--- config.mk ---
export PLATFORM = sky130hd
export DESIGN_NAME = dlr_axis_map
export DESIGN_NICKNAME = d
export VERILOG_FILES = /design/src/hw/rtl/dlr_pkg.sv /design/src/hw/rtl/dlr_axis_map.sv
export SDC_FILE = /design/constraint.sdc
export NUM_CORES = 1
export LEC_CHECK = 0
export BUFFER_PORTS_ARGS = -buffer_cell sky130_fd_sc_hd__buf_4
export CELL_PAD_IN_SITES_DETAIL_PLACEMENT = 1
export CELL_PAD_IN_SITES_GLOBAL_PLACEMENT = 2
export CORE_MARGIN = 3
export CORE_UTILIZATION = 41
export DETAILED_ROUTE_END_ITERATION = 8
export PLACE_DENSITY_LB_ADDON = 0.1
export REMOVE_ABC_BUFFERS = 1
export SLEW_MARGIN = 20
export SYNTH_ARGS = -nofsm -noshare
export SYNTH_HDL_FRONTEND = slang
export SYNTH_SLANG_ARGS = --single-unit
--- constraint.sdc ---
create_clock -name clk_i -period 11.3 [get_ports clk_i]
set_input_delay 1.13 -clock clk_i [delete_from_list [all_inputs] [get_ports clk_i]]
set_output_delay 1.13 -clock clk_i [all_outputs]
set_load 0.005 [all_outputs]
--- src/hw/rtl/dlr_pkg.sv ---
`default_nettype none
package dlr_pkg;

  localparam int RasterWidthDef  = 1024;
  localparam int RasterHeightDef = 1024;

  localparam int CoordW   = 16;
  localparam int DiffW    = CoordW + 1;
  localparam int ScaleW   = 24;
  localparam int FracW    = 16;
  localparam int ProdW    = DiffW + ScaleW;
  localparam int SumW     = ProdW + 1;
  localparam int IntW     = SumW - FracW;
  localparam int PixW     = 10;
  localparam int DashW    = 16;
  localparam int DashPosW = 4;

  localparam int InDataW  = 32;
  localparam int InUserW  = 2;
  localparam int OutDataW = 24;

  localparam int ApbDataW = 32;
  localparam int CfgAddrW = 5;
  localparam int RegIdxW  = 3;

  localparam int OutDepth  = 4;
  localparam int FifoPtrW  = 2;
  localparam int FifoCntW  = 3;
  localparam int InFlightW = 4;

  localparam logic [ScaleW-1:0] ScaleReset = 24'h010000;
  localparam logic [DashW-1:0]  DashReset  = 16'hFFFF;

  typedef enum logic [InUserW-1:0] {
    ACT_MOVE_TO = 2'd0,
    ACT_LINE_TO = 2'd1,
    ACT_STEP    = 2'd2
  } action_e;

  typedef enum logic [RegIdxW-1:0] {
    REG_ORIGIN_X = 3'd0,
    REG_ORIGIN_Y = 3'd1,
    REG_OFFSET_X = 3'd2,
    REG_OFFSET_Y = 3'd3,
    REG_SCALE_X  = 3'd4,
    REG_SCALE_Y  = 3'd5,
    REG_DASH     = 3'd6
  } reg_e;

endpackage
`default_nettype wire

--- src/hw/rtl/dlr_axis_map.sv ---
`default_nettype none
module dlr_axis_map #(
  parameter int SIZE = dlr_pkg::RasterWidthDef
) (
  input  logic                              clk_i,
  input  logic signed [dlr_pkg::CoordW-1:0] coord_i,
  input  logic signed [dlr_pkg::CoordW-1:0] origin_i,
  input  logic signed [dlr_pkg::ScaleW-1:0] scale_i,
  input  logic signed [dlr_pkg::CoordW-1:0] offset_i,
  output logic [$clog2(SIZE)-1:0]           pixel_o
);
  import dlr_pkg::*;

  localparam int OutW = $clog2(SIZE);
  localparam logic [IntW-1:0] MaxPix = IntW'(SIZE - 1);

  logic signed [DiffW-1:0] diff_w;
  logic signed [ProdW-1:0] prod_d;
  logic signed [ProdW-1:0] prod_q;
  logic signed [SumW-1:0]  sum_w;
  logic [IntW-1:0]         int_w;

  assign diff_w = DiffW'(coord_i) - DiffW'(origin_i);
  assign prod_d = ProdW'(diff_w) * ProdW'(scale_i);

  always_ff @(posedge clk_i) begin
    prod_q <= prod_d;
  end

  assign sum_w = SumW'(prod_q) + (SumW'(offset_i) <<< FracW);
  assign int_w = sum_w[SumW-1:FracW];

  always_comb begin
    if (sum_w <= 0) begin
      pixel_o = '0;
    end else if (int_w > MaxPix) begin
      pixel_o = OutW'(MaxPix);
    end else begin
      pixel_o = OutW'(int_w);
    end
  end

endmodule
`default_nettype wire

After elaboration in Yosys (flattened, before gate mapping)

Index checks and enable logic that the tools add are counted.

Bits in registers: 41
Input port bits: 73
Logic and storage cells: 8

Magnitude comparators: 2
Add/subtract/negate cells: 2
Muxes and demuxes: 2
Multiply operators: 1

Operators by type and width:

| cell                                                                              | number |
|---|---|
| 41-bit by 32-bit adder with 42-bit output                                         | 1 |
| 42-bit by 1-bit <= comparator with 1-bit output, second input constant            | 1 |
| 17-bit by 24-bit multiplier with 41-bit output                                    | 1 |
| 26-bit by 10-bit greater-than comparator with 1-bit output, second input constant | 1 |
| 10-bit 2-to-1 mux                                                                 | 2 |
| 16-bit by 16-bit subtractor with 17-bit output                                    | 1 |

Depth between registers and ports, before layout

Depth in word-level cells: 4
Mapped depth: 33
Gate-level depth less buffers: 32

Least setup slack after synthesis

OpenSTA, ideal clock, no wires.

Kind: input to register
Start point: input port coord_i[0] in the netlist's numbering
End point: register prod_q[40]
Cell stages on the path: 30
Arrival time: 8671 ps
Path buffers: 1
Slack: 2557 ps
Path through: inv_1 -> ha_1 -> fa_1 -> nor2b_1 -> o21ai_0 -> a21boi_0 -> o211ai_1 -> a31oi_1 -> a21o_1 -> a21oi_1 -> xnor2_1 -> clkbuf_1 -> nand2_1 -> fa_1 -> fa_1 -> fa_1 -> fa_1 -> fa_1 -> fa_1 -> inv_1 -> ha_1 -> a211oi_1 -> o31ai_1 -> a2111oi_0 -> o21ai_0 -> a22o_1 -> o41ai_1 -> o21ai_0 -> a21oi_1 -> xnor2_1

Word-level cells in the longest chain between the ends: 2

Ends and longest elaborated chain:

| element                                        | RTL line           | RTL |
|---|---|---|
| start, declared                                | dlr_axis_map.sv:6  | `input logic signed [dlr_pkg::CoordW-1:0] coord_i,` |
| 16-bit by 16-bit subtractor with 17-bit output | dlr_axis_map.sv:23 | `assign diff_w = DiffW'(coord_i) - DiffW'(origin_i);` |
| 17-bit by 24-bit multiplier with 41-bit output | dlr_axis_map.sv:24 | `assign prod_d = ProdW'(diff_w) * ProdW'(scale_i);` |
| named net prod_d[40]                           | dlr_axis_map.sv:18 | `logic signed [ProdW-1:0] prod_d;` |
| end signal, assigned                           | dlr_axis_map.sv:27 | `prod_q <= prod_d;` |
| end, declared                                  | dlr_axis_map.sv:19 | `logic signed [ProdW-1:0] prod_q;` |

The timed path passes the listed nets, and every way through them passes these cells.

Worst setup path after layout

Start point: input port coord_i[2] in the netlist's numbering
End point: register prod_q[40]

Same word-level chain as after synthesis.

==> out/metrics.yaml <==
cts:
  cts_root_buf: "clkbuf_16"
  postCtsHoldBufs: 0
  numClockSinks: 25
  cts_buffers: 3
  cts_tree: "built"
  cts_max_level: 1
  cts.clk_slew.worst_paths_ns: 0.06
  postCtsSetupRepairBufs: 0
  cts_resized: 0
  cts_buffer_depth: 2
final_layout:
  final_nets: 2582
  multi_input_area_um2: 14500
  largest_register: "prod_q"
  regArea_um2: 500
  drive_gt1_frac: 0.0682
  top_regs: "prod_q: 25 flops"
  largest_register_ffs: 25
  syn_to_final_growth_pct: 8.19
  diodes: 0
  nFillCells: 4762
logic_synthesis:
  async_flop_share: 0
  synth_cell_types: 61
  synth_top_area_frac: 0.477
  yosysWarnings: 0
  synth.ff_latch_count: 25
  synth.area.top_cells: "fa_1, inv_1, ha_1, nand2_1, and2_1"
  synth_edf_count: 0
  synth-seq-area-share: 0.0296
  synth_area_um2: 16900
  netlist_instances: 1926
  yosysTopAreaCell: "fa_1"
  ys.flop_type: "dfxtp_1"
  synth.avg_cell_area_um2: 8.78
drt:
  wl_per_cell_um: 19.7
  drt_iter0_drc: 537
  vias: 12700
  drcViolationCount: 0
  dr.pass1.iters: 4
  wl_um: 49000
  via_per_inst: 5.11
  drtAntennaViolNets: 0
placed_design:
  numPortBuffers: 82
  post-dp-hpwl_um: 40600
  globalplace.congestion: 0.848
timing:
  setup_tns_ns: 0
  rsz0062_at_grt: "false"
  slew_violations: 0
  fin_crit_ns: 9.77
  finalCritPeriodShare: 0.865
  worst_pin_slew_ns: 1.10
  maxSlewHeadroom: 0.267
  finalHoldViolations: 0
  finalSetupViolations: 0
  fmax_mhz: 102
floorplan:
  die_h_um: 209
  fp.dieW_um: 209
  core-area_um2: 40200
  num_io_pins: 83
  floorplan.die_area_um2: 43700
  initial_core_util: 0.421
  num_rows: 73
worst_hold_path:
  hold_class: "register to output port"
setup_path:
  cp_max_fo: 13
  crit_type: "input pin to register"
  worstSetupEndpointType: "register"
  timing.critical_path.required_ns: 11.48
  worstSetupStartpointType: "input pin"
  cp_data_arrival_time_ns: 9.96
global_routing:
  track_usage: 0.232
  grt.overflow.total: 0
  grt_pass1_vias: 14900
  antenna_found_initial: 0
  grt_max_degree: 26
  grt_pass1_wl_um: 81000
job:
  drv_cap: 0
outcome:
  status: "finished, final reports clean"
[kinds of logic (layout without fill, tap and decap cells)]
kind of cell	Yosys count	after routing	synth area share
simple gates	558	558	0.159
fa+ha+maj	543	543	0.581
flops	25	25	0.0296
mux	5	5	0.00303
buf+inv	532	571	0.118
compound gates	206	206	0.0794
xor+xnor	57	57	0.0295
[cells in the final DEF (no fill, tap or decap), drive strengths merged, types with 18 or more instances in the layout]
cell / netlist / final
xor2: 18 / 18
inv: 467 / 467
buf: 2 / 100
o21ai: 38 / 38
nor2b: 56 / 56
ha: 140 / 140
and2: 109 / 109
fa: 403 / 403
nor3: 21 / 21
a21oi: 61 / 61
xnor2: 39 / 39
nor2: 55 / 55
nand2: 261 / 261
dfxtp: 25 / 25
[critical path: stages]
cell and delay, ns:
buf_4 0.11, ha_1 0.40, o21ai_0 0.17, a21boi_0 0.56, o211ai_1 0.22, a31oi_1 0.36
a21o_1 0.18, a21oi_1 0.09, xnor2_2 0.57, buf_4 0.33, nand2_1 0.09, fa_1 0.48
fa_1 0.59, fa_1 0.45, fa_1 0.53, fa_1 0.44, fa_1 0.50, inv_1 0.05
ha_1 0.36, a211oi_1 0.28, o31ai_1 0.12, a2111oi_0 0.37, o21ai_0 0.17, a22o_1 0.26
o41ai_1 0.60, o21ai_0 0.19, a21oi_1 0.20, xnor2_1 0.14
[cell usage after synthesis (8+ instances only)]
master / number
o21ai_0: 32
nor2b_1: 56
inv_1: 467
nor2_1: 55
a21o_1: 17
or2_2: 9
nand3_1: 13
and2_1: 109
o21a_1: 15
nor3_1: 21
o211ai_1: 11
clkbuf_1: 63
dfxtp_1: 25
ha_1: 140
xor2_1: 18
a21oi_1: 61
fa_1: 403
nand2_1: 261
a211oi_1: 8
xnor2_1: 39
[metrics by stage]
stage / instance area [um2] / utilization / worst slack (ns) / hold slack [ns] / cells
2_1_floorplan: 16700 / - / 2.21 / 1.69 / 1861
5_1_grt: 18300 / 0.455 / 0.838 / 2.20 / 2490
4_1_cts: 18300 / 0.455 / 1.50 / 2.16 / 2490
3_5_place_dp: 18200 / 0.453 / 1.28 / 1.88 / 2486
3_3_place_gp: 18200 / 0.453 / 1.45 / 1.88 / 2486
6_report: 18300 / 0.455 / 1.53 / 2.14 / 2490
[worst paths after layout]
path / start / endpoint / cells past startpoint
setup / recovery: coord_i[2] / prod_q[40]$_DFF_P_ / 28
hold / removal: prod_q[16]$_DFF_P_ / pixel_o[0] / 4
[per-layer routing]
layer | up-vias | global-route usage | share of wire
met3 | 22 | 0.0203 | 0.037
met4 | 0 | 0.0226 | 0.0082
li1 | 5837 | - | -
met1 | 6666 | 0.326 | 0.46
met2 | 211 | 0.408 | 0.49
met5 | - | 0 | 0
[final cells by class]
class	instances	area share
Clock buffer	3	0.00411
Inverter	467	0.0959
Sequential cell	25	0.0274
Tap cell	525	0.0359
Multi-Input combinational cell	1369	0.795
Timing Repair Buffer	100	0.0411
Clock inverter	1	0.000274
Power is left out: the tool's default activity adds up to more than one toggle a clock period on the data nets, which glitch-free logic cannot reach.
